File: config.mk
export PLATFORM = sky130hd
export DESIGN_NAME = hex_payload_sentence_framer_unit
export DESIGN_NICKNAME = d
export VERILOG_FILES = /design/src/rtl/core/hpsf_pkg.sv /design/src/rtl/core/hex_payload_sentence_framer_unit.sv
export SDC_FILE = /design/constraint.sdc
export NUM_CORES = 1
export LEC_CHECK = 0
export BUFFER_PORTS_ARGS = -buffer_cell sky130_fd_sc_hd__buf_4
export CAP_MARGIN = 20
export CELL_PAD_IN_SITES_DETAIL_PLACEMENT = 2
export CELL_PAD_IN_SITES_GLOBAL_PLACEMENT = 2
export CORE_MARGIN = 4
export CORE_UTILIZATION = 40
export DETAILED_ROUTE_END_ITERATION = 12
export PLACE_DENSITY = 0.86
export REMOVE_ABC_BUFFERS = 1
export SLEW_MARGIN = 20
export SYNTH_ARGS = -nofsm -noshare
export SYNTH_HDL_FRONTEND = slang
export SYNTH_SLANG_ARGS = --single-unit
File: constraint.sdc
create_clock -name clk_i -period 4.3 [get_ports clk_i]
set_input_delay 0.645 -clock clk_i [delete_from_list [all_inputs] [get_ports clk_i]]
set_output_delay 0.645 -clock clk_i [all_outputs]
set_load 0.02 [all_outputs]
File: src/rtl/core/hpsf_pkg.sv
// Package for the hex payload sentence framer: header ROM, phase codes, hex helper.
package hpsf_pkg;

  // Header ROM depth and default header length
  localparam int HdrRomSize     = 32;
  localparam int HdrIdxW        = $clog2(HdrRomSize);
  localparam int HeaderLenDef   = 21;

  // Character width on the output side
  localparam int CharW          = 7;

  // Fixed characters of the sentence tail
  localparam logic [CharW-1:0] ChStar = 7'h2A;
  localparam logic [CharW-1:0] ChCr   = 7'h0D;
  localparam logic [CharW-1:0] ChLf   = 7'h0A;

  // Header ROM; entries past the default header hold ASCII zero
  localparam logic [CharW-1:0] HdrRom [HdrRomSize] = '{
    7'h24, 7'h43, 7'h43, 7'h54, 7'h58, 7'h41, 7'h2C, 7'h30,
    7'h33, 7'h31, 7'h34, 7'h31, 7'h34, 7'h37, 7'h2C, 7'h31,
    7'h2C, 7'h32, 7'h2C, 7'h41, 7'h34, 7'h30, 7'h30, 7'h30,
    7'h30, 7'h30, 7'h30, 7'h30, 7'h30, 7'h30, 7'h30, 7'h30
  };

  // Emission phase of the sequencer
  typedef enum logic [2:0] {
    PH_HDR,
    PH_HI,
    PH_LO,
    PH_STAR,
    PH_CKH,
    PH_CKL,
    PH_CR,
    PH_LF
  } phase_e;

  // Upper-case ASCII hex digit of a nibble
  function automatic logic [CharW-1:0] hex_char(input logic [3:0] nib);
    logic [CharW-1:0] ch;
    if (nib < 4'd10) begin
      ch = 7'h30 + {3'b000, nib};
    end else begin
      ch = 7'h37 + {3'b000, nib};
    end
    return ch;
  endfunction

endpackage

File: src/rtl/core/hex_payload_sentence_framer_unit.sv
// Hex payload sentence framer: header, hex-encoded payload, XOR checksum, CR LF.
// Each payload byte gives two hex characters, loaded one per cycle into the output register
// while the master side accepts; the opening byte first adds the header characters, and the
// closing byte adds the star, two checksum digits, CR and LF.
// A new byte is taken in the cycle the previous byte's last character is loaded.
// Reset (rst_ni low, asynchronous) empties both registers and starts a fresh sentence.
module hex_payload_sentence_framer_unit
  import hpsf_pkg::*;
#(
  parameter int HEADER_LENGTH = HeaderLenDef
) (
  input  logic       clk_i,
  input  logic       rst_ni,
  // Slave side: tdata = payload_byte[7:0]; tlast = final_byte
  input  logic       s_axis_tvalid_i,
  output logic       s_axis_tready_o,
  input  logic [7:0] s_axis_tdata_i,
  input  logic       s_axis_tlast_i,
  // Master side: tdata = sentence_char[6:0], zero[7]; tlast = sentence_end
  output logic       m_axis_tvalid_o,
  input  logic       m_axis_tready_i,
  output logic [7:0] m_axis_tdata_o,
  output logic       m_axis_tlast_o
);

  // Header length clamped to between one and the ROM depth
  localparam int HdrLen = (HEADER_LENGTH < 1) ? 1 :
                          ((HEADER_LENGTH > HdrRomSize) ? HdrRomSize : HEADER_LENGTH);
  localparam logic [HdrIdxW-1:0] HdrLast = HdrIdxW'(HdrLen - 1);

  // Input beat register and sequencer state
  logic [7:0]         byte_q, byte_d;
  logic               last_q, last_d;
  logic               busy_q, busy_d;
  phase_e             phase_q, phase_d;
  logic [HdrIdxW-1:0] idx_q, idx_d;
  logic               mid_q, mid_d;
  logic [7:0]         xor_q, xor_d;

  // Output register
  logic               ovalid_q, ovalid_d;
  logic [CharW-1:0]   ochar_q, ochar_d;
  logic               oend_q, oend_d;

  logic               emit;
  logic               item_done;
  logic               accept;
  logic [CharW-1:0]   ch;

  // Load a character whenever a beat is held and the output slot frees up
  assign emit      = busy_q && (!ovalid_q || m_axis_tready_i);
  assign item_done = emit && (((phase_q == PH_LO) && !last_q) || (phase_q == PH_LF));
  assign s_axis_tready_o = !busy_q || item_done;
  assign accept    = s_axis_tvalid_i && s_axis_tready_o;

  // Select the character of the current phase
  always_comb begin
    unique case (phase_q)
      PH_HDR:  ch = HdrRom[idx_q];
      PH_HI:   ch = hex_char(byte_q[7:4]);
      PH_LO:   ch = hex_char(byte_q[3:0]);
      PH_STAR: ch = ChStar;
      PH_CKH:  ch = hex_char(xor_q[7:4]);
      PH_CKL:  ch = hex_char(xor_q[3:0]);
      PH_CR:   ch = ChCr;
      PH_LF:   ch = ChLf;
      default: ch = ChLf;
    endcase
  end

  // Next state: advance the sequencer, track checksum and sentence position
  always_comb begin
    byte_d   = byte_q;
    last_d   = last_q;
    busy_d   = busy_q;
    phase_d  = phase_q;
    idx_d    = idx_q;
    mid_d    = mid_q;
    xor_d    = xor_q;
    ovalid_d = ovalid_q;
    ochar_d  = ochar_q;
    oend_d   = oend_q;

    if (emit) begin
      ovalid_d = 1'b1;
      ochar_d  = ch;
      oend_d   = (phase_q == PH_LF);
      unique case (phase_q)
        PH_HDR: begin
          mid_d = 1'b1;
          xor_d = (idx_q == '0) ? 8'h00 : (xor_q ^ {1'b0, ch});
          if (idx_q == HdrLast) begin
            phase_d = PH_HI;
          end else begin
            idx_d = idx_q + 1'b1;
          end
        end
        PH_HI: begin
          xor_d   = xor_q ^ {1'b0, ch};
          phase_d = PH_LO;
        end
        PH_LO: begin
          xor_d   = xor_q ^ {1'b0, ch};
          phase_d = PH_STAR;
        end
        PH_STAR: phase_d = PH_CKH;
        PH_CKH:  phase_d = PH_CKL;
        PH_CKL:  phase_d = PH_CR;
        PH_CR:   phase_d = PH_LF;
        PH_LF: begin
          mid_d = 1'b0;
          xor_d = 8'h00;
        end
        default: phase_d = PH_LF;
      endcase
    end else if (m_axis_tready_i) begin
      ovalid_d = 1'b0;
    end

    if (item_done) begin
      busy_d = 1'b0;
    end

    // Take a new beat; open a header unless a sentence is under way
    if (accept) begin
      byte_d  = s_axis_tdata_i;
      last_d  = s_axis_tlast_i;
      busy_d  = 1'b1;
      idx_d   = '0;
      phase_d = mid_d ? PH_HI : PH_HDR;
    end
  end

  // Control registers
  always_ff @(posedge clk_i or negedge rst_ni) begin
    if (!rst_ni) begin
      busy_q   <= 1'b0;
      phase_q  <= PH_HDR;
      idx_q    <= '0;
      mid_q    <= 1'b0;
      xor_q    <= 8'h00;
      ovalid_q <= 1'b0;
    end else begin
      busy_q   <= busy_d;
      phase_q  <= phase_d;
      idx_q    <= idx_d;
      mid_q    <= mid_d;
      xor_q    <= xor_d;
      ovalid_q <= ovalid_d;
    end
  end

  // Payload registers
  always_ff @(posedge clk_i) begin
    byte_q  <= byte_d;
    last_q  <= last_d;
    ochar_q <= ochar_d;
    oend_q  <= oend_d;
  end

  assign m_axis_tvalid_o = ovalid_q;
  assign m_axis_tdata_o  = {1'b0, ochar_q};
  assign m_axis_tlast_o  = oend_q;

  // A beat is only taken over a held one when that one finishes this cycle
  a_accept_on_done: assert property (@(posedge clk_i) disable iff (!rst_ni)
    (accept && busy_q) |-> item_done)
    else $error("new beat accepted while previous beat unfinished");

  // Checksum characters only appear inside an open sentence
  a_cksum_in_sentence: assert property (@(posedge clk_i) disable iff (!rst_ni)
    (emit && ((phase_q == PH_CKH) || (phase_q == PH_CKL))) |-> mid_q)
    else $error("checksum emitted outside a sentence");

  // Closing line feed ends the sentence and clears the checksum
  a_lf_closes: assert property (@(posedge clk_i) disable iff (!rst_ni)
    (emit && (phase_q == PH_LF)) |=> (!mid_q && (xor_q == 8'h00) && m_axis_tlast_o))
    else $error("sentence not closed after line feed");

endmodule
=== Word-level counts from Yosys, hierarchy flattened ===
Memory sizes are Yosys's and may differ from the RTL's.
Index checks and enable logic that the tools add are counted.

* Shifts and indexed selects: 0
* Equal/unequal tests: 10
* Reductions and logical operators: 22
* Div/mod/pow operators: 0
* Magnitude comparators: 5
* Multiplexer cells: 24
* Add/sub/neg operators: 9
* Bitwise logic cells: 2
* Multiply operators: 0

{| class="wikitable"
|+ Operators by type and width
! operator !! count
|-
| 6-bit by 4-bit adder with 7-bit output (first input constant) || 8
|-
| 7-bit one-hot mux with 8 select lines || 1
|-
| 7-bit two-way mux || 6
|-
| 8-bit one-hot mux with 3 select lines || 1
|-
| 3-bit one-hot mux with 7 select lines || 1
|-
| 5-bit two-way mux || 4
|-
| 4-bit less-than comparator (second input constant) || 4
|-
| 3-bit == test (second input constant) || 4
|-
| 3-bit two-way mux || 3
|-
| 8-bit two-way mux || 1
|-
| 2-bit nonzero test || 4
|-
| 8-bit nonzero test || 1
|-
| 8-bit by 7-bit bitwise XOR with 8-bit output || 1
|-
| 3-bit by 2-bit == test with 1-bit output (second input constant) || 2
|-
| 6-bit >= comparator (second input constant) || 1
|-
| 1-bit two-way mux || 6
|-
| 5-bit NOT with 6-bit output || 1
|-
| 3-bit AND reduction || 2
|-
| 5-bit by 1-bit adder with 5-bit output (second input constant) || 1
|-
| 5-bit == test (second input constant) || 1
|-
| 5-bit logical NOT || 1
|-
| 1-bit logical AND || 4
|-
| 3-bit by 1-bit == test with 1-bit output (second input constant) || 1
|-
| 1-bit logical NOT || 3
|-
| other kinds (8) || 10
|}

* Bits in writable memories: 0
* Memories kept: 1
* Input port bits: 13
* Memory bits (read-only): 224
* Output and inout port bits: 11
* Word-level logic and storage cells: 83
* Register bits: 36
* Latch bits: 0

{| class="wikitable"
|+ Memories
! memory !! words !! bits a word !! rd ports !! clocked after Yosys merged registers in !! write ports !! line !! text
|-
| (no name shown) || 32 || 7 || 1 || 0 || 0 || hex_payload_sentence_framer_unit.sv:59 || <nowiki>PH_HDR: ch = HdrRom[idx_q];</nowiki>
|}

=== Depth between registers and ports, before layout ===
Gate-level depths: netlist of run 1.

* Depth after elaboration: 8
* Mapped depth: 8
* Depth with buffers taken out: 8

=== Worst setup path before layout of run 1 ===
Ideal clock, no wire load.

* Path type: input port to flip-flop
* From: input m_axis_tready_i
* To: register byte_q[0] (enable)
* Setup time: 0.310 ns
* Setup slack: 1.976 ns
* Required time: 3.990 ns
* Arrival time: 2.014 ns
* Buffers on the path: 1
* Stages on the path: 5
* Cells stage by stage: nand2b_1 nand2_1 o31ai_1 and2_1 buf_4

* Longest elaborated chain between the ends: 5

{| class="wikitable"
|+ Ends and longest elaborated chain
! element !! line !! text
|-
| start: declaration || hex_payload_sentence_framer_unit.sv:21 || <nowiki>input logic m_axis_tready_i,</nowiki>
|-
| 1-bit logical OR || hex_payload_sentence_framer_unit.sv:51 || <nowiki>assign emit = busy_q && (!ovalid_q || m_axis_tready_i);</nowiki>
|-
| 1-bit logical AND || hex_payload_sentence_framer_unit.sv:51 ||
|-
| 1-bit logical AND || hex_payload_sentence_framer_unit.sv:52 || <nowiki>assign item_done = emit && (((phase_q == PH_LO) && !last_q) || (phase_q == PH_LF));</nowiki>
|-
| 1-bit logical OR || hex_payload_sentence_framer_unit.sv:53 || <nowiki>assign s_axis_tready_o = !busy_q || item_done;</nowiki>
|-
| via s_axis_tready_o || hex_payload_sentence_framer_unit.sv:16 || <nowiki>output logic s_axis_tready_o,</nowiki>
|-
| 1-bit logical AND || hex_payload_sentence_framer_unit.sv:54 || <nowiki>assign accept = s_axis_tvalid_i && s_axis_tready_o;</nowiki>
|-
| via accept || hex_payload_sentence_framer_unit.sv:47 || <nowiki>logic accept;</nowiki>
|-
| end signal: assignment || hex_payload_sentence_framer_unit.sv:155 || <nowiki>byte_q <= byte_d;</nowiki>
|-
| end: declaration || hex_payload_sentence_framer_unit.sv:32 || <nowiki>logic [7:0] byte_q, byte_d;</nowiki>
|}

The timed path passes the listed nets, and every way through them passes these cells.
A chain may end at the register's enable or synchronous reset.

=== Worst setup path in the final report of run 1 ===
* From: register phase_q[1]
* To: output s_axis_tready_o

* Longest elaborated chain between the ends: 5
* Elaborated cells on any way between the ends: 6
* Those cells by class: 2 x eq/ne; 4 x reduce/logical

{| class="wikitable"
|+ Ends and longest elaborated chain
! element !! line !! text
|-
| start: declaration || hex_payload_sentence_framer_unit.sv:35 || <nowiki>phase_e phase_q, phase_d;</nowiki>
|-
| start signal: assignment || hex_payload_sentence_framer_unit.sv:145 || <nowiki>phase_q <= phase_d;</nowiki>
|-
| 3-bit by 2-bit == test with 1-bit output || hex_payload_sentence_framer_unit.sv:52 ||
|-
| 1-bit logical AND || hex_payload_sentence_framer_unit.sv:52 ||
|-
| 1-bit logical OR * || hex_payload_sentence_framer_unit.sv:52 ||
|-
| 1-bit logical AND * || hex_payload_sentence_framer_unit.sv:52 ||
|-
| 1-bit logical OR * || hex_payload_sentence_framer_unit.sv:53 ||
|-
| end: declaration || hex_payload_sentence_framer_unit.sv:16 ||
|}

Every way passes the cells marked *; elsewhere a longest branch is shown, timed or not.

==> reports/summary.txt, run 1 <==
row cnt: 27
RSZ-0062 raised after global routing: false
final instance area: 0.00261 mm²
Starting Density: 0.420
Worst EP arrival: 2.00 ns
worst hold path type: primary input to asynchronous set/reset pin
CTS sink cnt: 35
hold buffers post-CTS: 0
Rel. slew slack: 0.465
P_sw: 957 µW
share of cells above drive strength 1: 0.171
sequential fraction of the synthesis area: 0.405
cts bufs inserted: 5
number of hold violations in the final report: 0
Req. time, crit path: 3.65 ns
Seq cells post-synth: 35
vias per inst: 5.78
Fmax: 378 MHz
Clock Latency Late Sink: 0.29 ns
Synth area leader: edfxtp_1
Syn Area/Cell: 9.76 µm²
Worst VDD drop: 0.000298 V
Crit Path Class: register to output pin
DR WL/cell: 20.9 µm
met1 usage: 0.272
setup bufs post-CTS: 0
static leakage: 1.04 nW
combinational family with the most area after synthesis: compound AO/OA/AOI/OAI gates
DPL Wire Length: 4.93 mm
depth of the CTS H-tree: 2
antenna-violating nets left: 0
WL final: 6.89 mm
reg-to-reg critical path startpoint: phase_q[1]
post-synth top area share: 0.215
Async SR Flop Fraction: 0.514
Remaining Overflow, GRT: 0
Comb power frac: 0.518
outcome: finished clean
FF-to-FF setup slack: 1.70 ns
Synth area leaders: edfxtp_1 (22%), dfrtp_1 (19%), ha_1 (5.3%)
switching share of total power: 0.478
Buffers & Inverters on Critical Path: 2
Sequential Power Share: 0.365
die area: 0.00722 mm²
CTS resizes: 0
Hold Slack: 0.221 ns
gr usage total: 0.204
CP Cell Sequence: inv_1 > o31ai_1 > buf_4
minimum clock period: 2.65 ns
Clk pwr share: 0.117
First-pass DRT Iterations: 5
ant diodes: 0
CP Depth: 3
Worst setup SP type: register
CTS Buffer Depth: 2
Tcrit/Tclk final: 0.615
cell count after synthesis: 243
R2R depth: 5
clock root buffer: clkbuf_8
R2R Path End: phase_q[0]
GR Util met3: 0.0262
crit-path max FO: 21
initial antenna violation count: 0
Post-Synth XOR/XNOR Area: 0.0296
complex-gate fraction of the synthesized area: 0.226
count leader, synth: dfrtp_1
synthesis-to-layout area growth: 10.1%
fin. max-slew vios: 0
core area: 0.00564 mm²
Synth Area in Adders: 0.0528
max-cap violation count: 0
IO Pins: 24
Initial DRC Count: 142
Synth top cells by count: dfrtp_1 (18), edfxtp_1 (17), nor2_1 (17)
Cell Area, Synth: 0.00237 mm²
Fin Clk Skew: 0.0116 ns
synth warn: 0
Vias: 1906
net total in the final layout: 280
Post-route DRC: 0
most used routing layer: met2
multiplexer area fraction after synthesis: 0.0369
Crit. End Element: output pin
Die X: 85.0 µm
predominant post-synthesis flop cell: dfrtp_1
grt met2 use: 0.349
port bufs: 22
EDFF count, synth: 17
Worst path slowest cell: dfrtp_1
internal power: 1.05 mW
synth unique cells: 66
Worst-Margin Slew: 0.802 ns
GP Congestion: 0.786
delay-heaviest family, CP: flip-flops
Setup Total Neg Slack: 0 ns
Placement Cell Area: 0.00253 mm²
CTS tree: built
vias in the first global route: 2106
largest net degree at the start of global routing: 23
Post-Synth Simple-Gate Area: 0.179
max incr delay on CP: 0.80 ns
power density over cell area: 767 mW/mm²
clk slew on worst S/H paths: 0.08 ns
Die H: 85.0 µm
first-pass GRT wire length: 11.6 mm
final setup vio count: 0
## how the worst max path moves through the flow
stage,to,startpoint,slack (ns)
4_1_cts,s_axis_tready_o,phase_q[1],1.67
6_report,s_axis_tready_o,phase_q[1],1.65
5_1_grt,phase_q[0],phase_q[1],1.42
3_3_place_gp,byte_q[1],m_axis_tready_i,1.85
3_5_place_dp,byte_q[7],m_axis_tready_i,1.74
2_1_floorplan,byte_q[0],m_axis_tready_i,1.77
## layout by cell type (no fill, tap or decap), drive strengths merged, types with 3 or more instances in the layout
| cell | instances |
|---|---|
| nor2b | 6 |
| nor3 | 6 |
| edfxtp | 17 |
| nand3 | 3 |
| a21oi | 11 |
| a22oi | 3 |
| nand2 | 15 |
| clkbuf | 7 |
| inv | 17 |
| ha | 10 |
| a311oi | 3 |
| nor2 | 21 |
| a211oi | 6 |
| o211ai | 4 |
| buf | 22 |
| nand2b | 8 |
| mux2i | 5 |
| o21ai | 21 |
| xnor2 | 6 |
| dfrtp | 18 |
## registers in the layout, indices dropped and copies added (netlist names), 3 cells and up
name / count
ochar_q: 7
phase_q: 3
byte_q: 8
idx_q: 5
xor_q: 7
## power by group through the flow
stage	logic (mW)	registers, mW	clock network [mW]
2_1_floorplan	0.677	0.718	0
3_5_place_dp	1.03	0.732	0
3_3_place_gp	0.985	0.723	0
6_report	1.04	0.731	0.234
5_1_grt	1.15	0.764	0.258
4_1_cts	1.05	0.730	0.241
## cell type report
type,count,area [µm²]
timing repair buffer,22,165
clock buffer,7,76.3
fill,601,3030
multi-input combinational,175,1250
clock inverter,1,5.00
tap,72,90.1
inverter,18,67.6
sequential,35,961
## metrics by stage
step	total power [mW]	util	setup WS, ns	std cells
global route	2.17	0.463	1.42	330
detailed placement	1.76	0.448	1.74	322
CTS	2.02	0.463	1.67	330
floorplan	1.40	-	1.77	228
global placement	1.71	0.448	1.85	322
finish	2.00	0.463	1.65	330
## cells by family after synthesis
group,Yosys count
buffers and inverters,33
flip-flops,35
XOR/XNOR,8
multiplexers,7
AND/OR/NAND/NOR,75
adder cells (fa/ha/maj),10
AO/OA/AOI/OAI,74
other,1
## routing by layer
metal | share of wire | wire length [µm]
met4 | 0.015 | 101
met5 | 0 | 0
met1 | 0.46 | 3140
met3 | 0.026 | 181
met2 | 0.50 | 3470
No activity file was read; power rests on OpenSTA's default activity.
==> inputs of run 2 (changes only) <==
--- a/config.mk
+++ b/config.mk
@@ -10,9 +10,9 @@
 export CELL_PAD_IN_SITES_DETAIL_PLACEMENT = 2
 export CELL_PAD_IN_SITES_GLOBAL_PLACEMENT = 2
 export CORE_MARGIN = 4
-export CORE_UTILIZATION = 40
+export CORE_UTILIZATION = 34
 export DETAILED_ROUTE_END_ITERATION = 12
-export PLACE_DENSITY = 0.86
+export PLACE_DENSITY = 0.78
 export REMOVE_ABC_BUFFERS = 1
 export SLEW_MARGIN = 20
 export SYNTH_ARGS = -nofsm -noshare
==> constraint.sdc (replaced) <==
create_clock -name clk_i -period 2.4 [get_ports clk_i]
set_input_delay 0.36 -clock clk_i [delete_from_list [all_inputs] [get_ports clk_i]]
set_output_delay 0.36 -clock clk_i [all_outputs]
set_load 0.02 [all_outputs]
==> run 2 against run 1 <==
Net effect:
- worst hold slack improved by 0.020 ns
- combinational power grew 100%
- total power increased by 91%
- sequential share of layout area shrank 2.1 points
- global-route usage is 2.6 points lower
- flip-flop and latch count stayed put
- via count increased by 3.8%
- final area grew 6.1%
- clock power grew 130%
- highest routed layer unchanged
==> reports/summary.txt, run 2 (synthesis gave the netlist of run 1 again) <==
outcome: finished clean
depth of the CTS H-tree: 2 (unchanged)
minimum clock period: 2.12 ns
First-pass DRT Iterations: 4 (-1)
Die H: 91.5 µm (+7.7%)
Rel. slew slack: 0.540 (+0.0749)
row cnt: 30 (+11%)
max-cap violation count: 0 (unchanged)
most common cell after layout, fill and taps aside: buf_4
CTS sink cnt: 35 (unchanged)
number of hold violations in the final report: 0 (unchanged)
internal power: 2.08 mW (+99%)
Sequential Power Share: 0.308 (-0.057)
delay-heaviest family, CP: compound AO/OA/AOI/OAI gates
worst hold path type: primary input to register
core area: 0.00679 mm² (+20%)
DPL Wire Length: 5.22 mm (+5.8%)
cts bufs inserted: 5 (unchanged)
Worst-Margin Slew: 0.689 ns (-0.112 ns)
CTS tree: built
Comb power frac: 0.550 (+0.032)
clk slew on worst S/H paths: 0.08 ns (about the same)
vias per inst: 5.42 (-6.1%)
largest net degree at the start of global routing: 21 (-8.7%)
clock root buffer: clkbuf_8
IO Pins: 24 (unchanged)
Clk pwr share: 0.143 (+0.026)
RSZ-0062 raised after global routing: false
non-filler cells, final: 365 (+11%)
initial antenna violation count: 0 (unchanged)
total power: 3.83 mW (+91%)
synthesis-to-layout area growth: 16.8%
Worst VDD drop: 0.000396 V (+33%)
Clock Latency Late Sink: 0.30 ns (about the same)
Worst setup SP type: register
switching share of total power: 0.457 (-0.0202)
gr usage total: 0.178 (-0.0262)
net total in the final layout: 291 (+3.9%)
Post-route DRC: 0 (unchanged)
power density over cell area: 1380 mW/mm² (+80%)
Tcrit/Tclk final: 0.885
Remaining Overflow, GRT: 0 (unchanged)
static leakage: 1.11 nW (+7.1%)
post-placement cell count: 356 (+11%)
first-pass GRT wire length: 11.5 mm (-0.83%)
WL final: 7.01 mm (+1.7%)
Starting Density: 0.349 (-0.0713)
Req. time, crit path: 2.63 ns (-1.02 ns)
CTS Buffer Depth: 2 (unchanged)
pre-CTS setup slack: 0.275 ns (-1.47 ns)
fin. max-slew vios: 0 (unchanged)
die area: 0.00837 mm² (+16%)
Die X: 91.5 µm (+7.7%)
Vias: 1979 (+3.8%)
CP Cell Sequence: inv_1 > ha_1 > nor3_1 > a311oi_1 > a221oi_2 > a22oi_2 > or3_1 > a21oi_1
vias in the first global route: 2132 (+1.2%)
CTS resizes: 0 (unchanged)
Worst EP arrival: 2.35 ns (+0.35 ns)
crit-path max FO: 5 (-76%)
max incr delay on CP: 0.38 ns (-0.42 ns)
Crit Path Class: register to register
Setup Total Neg Slack: 0 ns (unchanged)
Fmax: 471 MHz
share of cells above drive strength 1: 0.208 (+0.0376)
Regs by FF count: byte_q x8, ochar_q x7, xor_q x7
Fin Clk Skew: 0.00688 ns (-0.00471 ns)
port bufs: 22 (unchanged)
DR WL/cell: 19.2 µm (-8.1%)
max FFs per register: 8 (unchanged)
commonest cells after routing, fill and taps aside: buf_4 (31), dfrtp_1 (18), nor2_1 (17), edfxtp_1 (17)
Hold Slack: 0.241 ns (+0.0195 ns)
post-route setup slack: 0.276 ns (-1.38 ns)
final setup vio count: 0 (unchanged)
Crit. End Element: register
ant diodes: 0 (unchanged)
Worst path slowest cell: dfrtp_1
Most flops, register: byte_q
GP Congestion: 0.776 (-1.3%)
Buffers & Inverters on Critical Path: 1 (-1)
Initial DRC Count: 98 (-31%)
antenna-violating nets left: 0 (unchanged)
P_sw: 1.75 mW (+83%)
## run 2: worst paths after layout
check | slack (ns) | depth (start not counted) | to | startpoint
worst max-delay path | 0.28 | 8 | xor_q[2] | idx_q[0]
worst min-delay path | 0.24 | 1 | byte_q[7] | s_axis_tdata_i[7]
worst max register to register | 0.28 | 8 | xor_q[2] | idx_q[0]
worst min register to register | 0.50 | 1 | xor_q[6] | xor_q[6]
max in group asynchronous | 1.68 | 2 | busy_q | rst_ni
min in group asynchronous | 0.49 | 2 | xor_q[4] | rst_ni
## run 2: final cells by class
class                      count  area, µm²
fill                         747       4020
multi-input combinational    175       1250
sequential                    35        961
timing repair buffer          33        263
tap                           96        120
clock buffer                   5       68.8
inverter                      18       67.6
clock inverter                 3       43.8
## run 2: power groups by stage
| stage | clock network [mW] | logic, mW | registers [mW] |
|---|---|---|---|
| 6_report | 0.548 | 2.11 | 1.18 |
| 4_1_cts | 0.562 | 2.13 | 1.18 |
| 3_3_place_gp | 0 | 2.01 | 1.17 |
| 2_1_floorplan | 0 | 1.21 | 1.29 |
| 3_5_place_dp | 0 | 2.09 | 1.19 |
| 5_1_grt | 0.585 | 2.33 | 1.22 |
## run 2: per-stage QoR
| stage | cell area, µm² | util |
|---|---|---|
| after floorplan | 2270 | - |
| after global placement | 2650 | 0.390 |
| after detailed placement | 2650 | 0.390 |
| after CTS | 2770 | 0.408 |
| after global routing | 2770 | 0.408 |
| final | 2770 | 0.408 |
## run 2: what timing repair did
item,CTS,global route
setup buffers,0,0
hold endpoints to repair,18,0
setup endpoints to repair,0,0
hold buffers,1,0
## run 2: layer usage
layer	global-route usage	vias to the layer above	routed length, µm
li1	-	938	-
met1	0.223	1004	3120
met2	0.316	29	3610
met3	0.0249	8	183
met4	0.0477	0	98
met5	0	-	0
==> inputs of run 3 (changes only) <==
--- a/config.mk
+++ b/config.mk
@@ -5,12 +5,13 @@
 export SDC_FILE = /design/constraint.sdc
 export NUM_CORES = 1
 export LEC_CHECK = 0
+export ABC_AREA = 1
 export BUFFER_PORTS_ARGS = -buffer_cell sky130_fd_sc_hd__buf_4
 export CAP_MARGIN = 20
 export CELL_PAD_IN_SITES_DETAIL_PLACEMENT = 2
 export CELL_PAD_IN_SITES_GLOBAL_PLACEMENT = 2
 export CORE_MARGIN = 4
-export CORE_UTILIZATION = 34
+export CORE_UTILIZATION = 31
 export DETAILED_ROUTE_END_ITERATION = 12
 export PLACE_DENSITY = 0.78
 export REMOVE_ABC_BUFFERS = 1
==> run 3 against run 2 <==
Net effect:
- die area is 11% higher
- maximum frequency is 6.1% higher
- setup slack better by 0.12 ns
- wire length is 3.6% higher
- highest routed layer unchanged
- core utilization is 4.8 points lower
==> reports/summary.txt, run 3 <==
Clock Latency Late Sink: 0.29 ns (about the same)
net total in the final layout: 372 (+28%)
Cell Area, Synth: 0.00243 mm² (+2.4%)
worst hold path type: primary input to register
final setup vio count: 0 (unchanged)
delay-heaviest family, CP: flip-flops
largest net degree at the start of global routing: 19 (-9.5%)
gr usage total: 0.170 (-0.00794)
Post-Synth XOR/XNOR Area: 0.00361 (-0.0259)
Setup Total Neg Slack: 0 ns (unchanged)
multiplexer area fraction after synthesis: 0 (-0.0369)
share of cells above drive strength 1: 0.171 (-0.0367)
Post-route DRC: 0 (unchanged)
Worst path slowest cell: dfrtp_1
Critical Path Most Common Cell: nand2_2
max incr delay on CP: 0.56 ns (+0.18 ns)
setup bufs post-CTS: 0 (unchanged)
DPL Wire Length: 5.82 mm (+12%)
Worst VDD drop: 0.000530 V (+34%)
Async SR Flop Fraction: 0.514 (unchanged)
Worst EP arrival: 1.64 ns (-0.71 ns)
Sequential Power Share: 0.316 (+0.008)
depth of the CTS H-tree: 2 (unchanged)
vias in the first global route: 2365 (+11%)
synth unique cells: 34 (-48%)
P_sw: 2.07 mW (+18%)
port bufs: 22 (unchanged)
CP Cell Sequence: nor2_4 > nand2_2 > o21ai_2 > nand2_1 > nand2_2 > buf_4
initial antenna violation count: 0 (unchanged)
synth warn: 0 (unchanged)
Fmax: 500 MHz (+6.1%)
Most flops, register: byte_q
die area: 0.00931 mm² (+11%)
Synth area leader: edfxtp_1
First-pass DRT Iterations: 4 (unchanged)
crit-path max FO: 11 (+6)
minimum clock period: 2.00 ns (-0.123 ns)
commonest cells after routing, fill and taps aside: nand2_1 (88), nand3_1 (41), inv_1 (37)
static leakage: 1.37 nW (+24%)
power density over cell area: 1450 mW/mm² (+4.9%)
max FFs per register: 8 (unchanged)
Syn Area/Cell: 7.42 µm² (-24%)
CTS Buffer Depth: 2 (unchanged)
Buffers & Inverters on Critical Path: 1 (unchanged)
Synth Area in Adders: 0.0515 (-0.00122)
Remaining Overflow, GRT: 0 (unchanged)
post-synth top area share: 0.210 (-0.00499)
IO Pins: 24 (unchanged)
clock root buffer: clkbuf_8
Placement Cell Area: 0.00267 mm² (+0.66%)
cts bufs inserted: 5 (unchanged)
DR WL/cell: 16.1 µm (-16%)
Starting Density: 0.316 (-0.0332)
clk slew on worst S/H paths: 0.08 ns (about the same)
Vias: 2214 (+12%)
Comb power frac: 0.570 (+0.020)
sequential fraction of the synthesis area: 0.396 (-0.00940)
Worst setup SP type: register
most common cell after layout, fill and taps aside: nand2_1
combinational family with the most area after synthesis: simple AND/OR/NAND/NOR gates
first-pass GRT wire length: 12.0 mm (+4.0%)
Fin Clk Skew: 0.0124 ns (+0.00554 ns)
outcome: finished clean
GP Congestion: 0.760 (-2.0%)
post-placement cell count: 443 (+24%)
internal power: 1.95 mW (-6.2%)
predominant post-synthesis flop cell: dfrtp_1
max-cap violation count: 0 (unchanged)
Seq cells post-synth: 35 (unchanged)
Die H: 96.5 µm (+5.4%)
ant diodes: 0 (unchanged)
WL final: 7.26 mm (+3.6%)
count leader, synth: nand2_1
Initial DRC Count: 118 (+20%)
row cnt: 32 (+6.7%)
CTS sink cnt: 35 (unchanged)
Req. time, crit path: 2.04 ns (-0.59 ns)
RSZ-0062 raised after global routing: false
synthesis-to-layout area growth: 14.0%
Tcrit/Tclk final: 0.834 (-0.0512)
cell count after synthesis: 327 (+35%)
number of hold violations in the final report: 0 (unchanged)
vias per inst: 4.90 (-9.7%)
Die X: 96.5 µm (+5.4%)
switching share of total power: 0.514 (+0.0568)
Synth area leaders: edfxtp_1 (21%), dfrtp_1 (19%), nand2_1 (14%)
Crit Path Class: register to output pin
Post-Synth Simple-Gate Area: 0.355 (+0.176)
Synth top cells by count: nand2_1 (88), nand3_1 (41), inv_1 (37), nor2_1 (35)
complex-gate fraction of the synthesized area: 0.0881 (-0.138)
core area: 0.00769 mm² (+13%)
fin. max-slew vios: 0 (unchanged)
non-filler cells, final: 452 (+24%)
Crit. End Element: output pin
CTS tree: built
final instance area: 0.00277 mm² (-0.14%)
Regs by FF count: byte_q x8, ochar_q x7, xor_q x7
FF-to-FF setup slack: 0.45 ns (+0.17 ns)
Clk pwr share: 0.114 (-0.029)
EDFF count, synth: 17 (unchanged)
antenna-violating nets left: 0 (unchanged)
## run 3: repair_timing
action | CTS | global route
endpoints found under the hold margin | 18 | 0
resized for setup | 0 | 0
hold buffers | 1 | 0
## run 3: power groups by stage
stage	registers, mW	clock network, mW	logic, mW
final	1.27	0.458	2.29
after global routing	1.31	0.498	2.60
after CTS	1.27	0.474	2.33
after detailed placement	1.28	0	2.31
after global placement	1.25	0	2.21
after floorplan	1.28	0	1.50
## run 3: kinds of logic after synthesis
family,after synthesis
other,1
flip-flops,35
AND/OR/NAND/NOR,186
AO/OA/AOI/OAI,37
XOR/XNOR,1
adder cells (fa/ha/maj),10
buffers and inverters,57
## run 3: worst paths after layout
kind	from	endpoint	cells past startpoint
max in group asynchronous	rst_ni	xor_q[0]	2
worst max register to register	idx_q[0]	phase_q[1]	8
min in group asynchronous	rst_ni	xor_q[3]	2
worst min-delay path	s_axis_tdata_i[7]	byte_q[7]	1
worst max-delay path	phase_q[0]	s_axis_tready_o	6
worst min register to register	m_axis_tvalid_o	m_axis_tvalid_o	2
## run 3: through the flow
step / setup slack (ns) / utilization / power (mW) / hold WS [ns]
after floorplan: 0.538 / - / 2.78 / 0.0644
after global placement: 0.595 / 0.347 / 3.47 / 0.253
after detailed placement: 0.486 / 0.347 / 3.59 / 0.256
after CTS: 0.380 / 0.360 / 4.07 / 0.228
after global routing: 0.241 / 0.360 / 4.41 / 0.232
final: 0.399 / 0.360 / 4.02 / 0.237
## run 3: worst reg2reg max path, delay by kind of cell, from the launching register on
family	cells	cell delay [ns]
AOI/OAI and AO/OA	2	0.52
DFF	1	0.46
and+or+nand+nor	3	0.43
buffers and inverters	2	0.24
adders and majority gates	1	0.24
## run 3: final cells by class
| cell class | instances | area, µm² |
|---|---|---|
| inverters | 47 | 184 |
| clock buffers | 7 | 86.3 |
| flip-flops and latches | 35 | 961 |
| multi-input cells | 235 | 1210 |
| well taps | 102 | 128 |
| repair buffers | 25 | 190 |
| fillers | 942 | 4920 |
| clock inverters | 1 | 5.00 |
## run 3: routing by layer
| layer | GRT usage | routed length, µm | vias to the layer above | share of wire |
|---|---|---|---|---|
| met1 | 0.223 | 3450 | 1087 | 0.48 |
| met4 | 0.0421 | 67 | 0 | 0.0092 |
| met5 | 0 | 0 | - | 0 |
| met3 | 0.0225 | 213 | 8 | 0.029 |
| met2 | 0.295 | 3530 | 28 | 0.49 |
| li1 | - | - | 1091 | - |
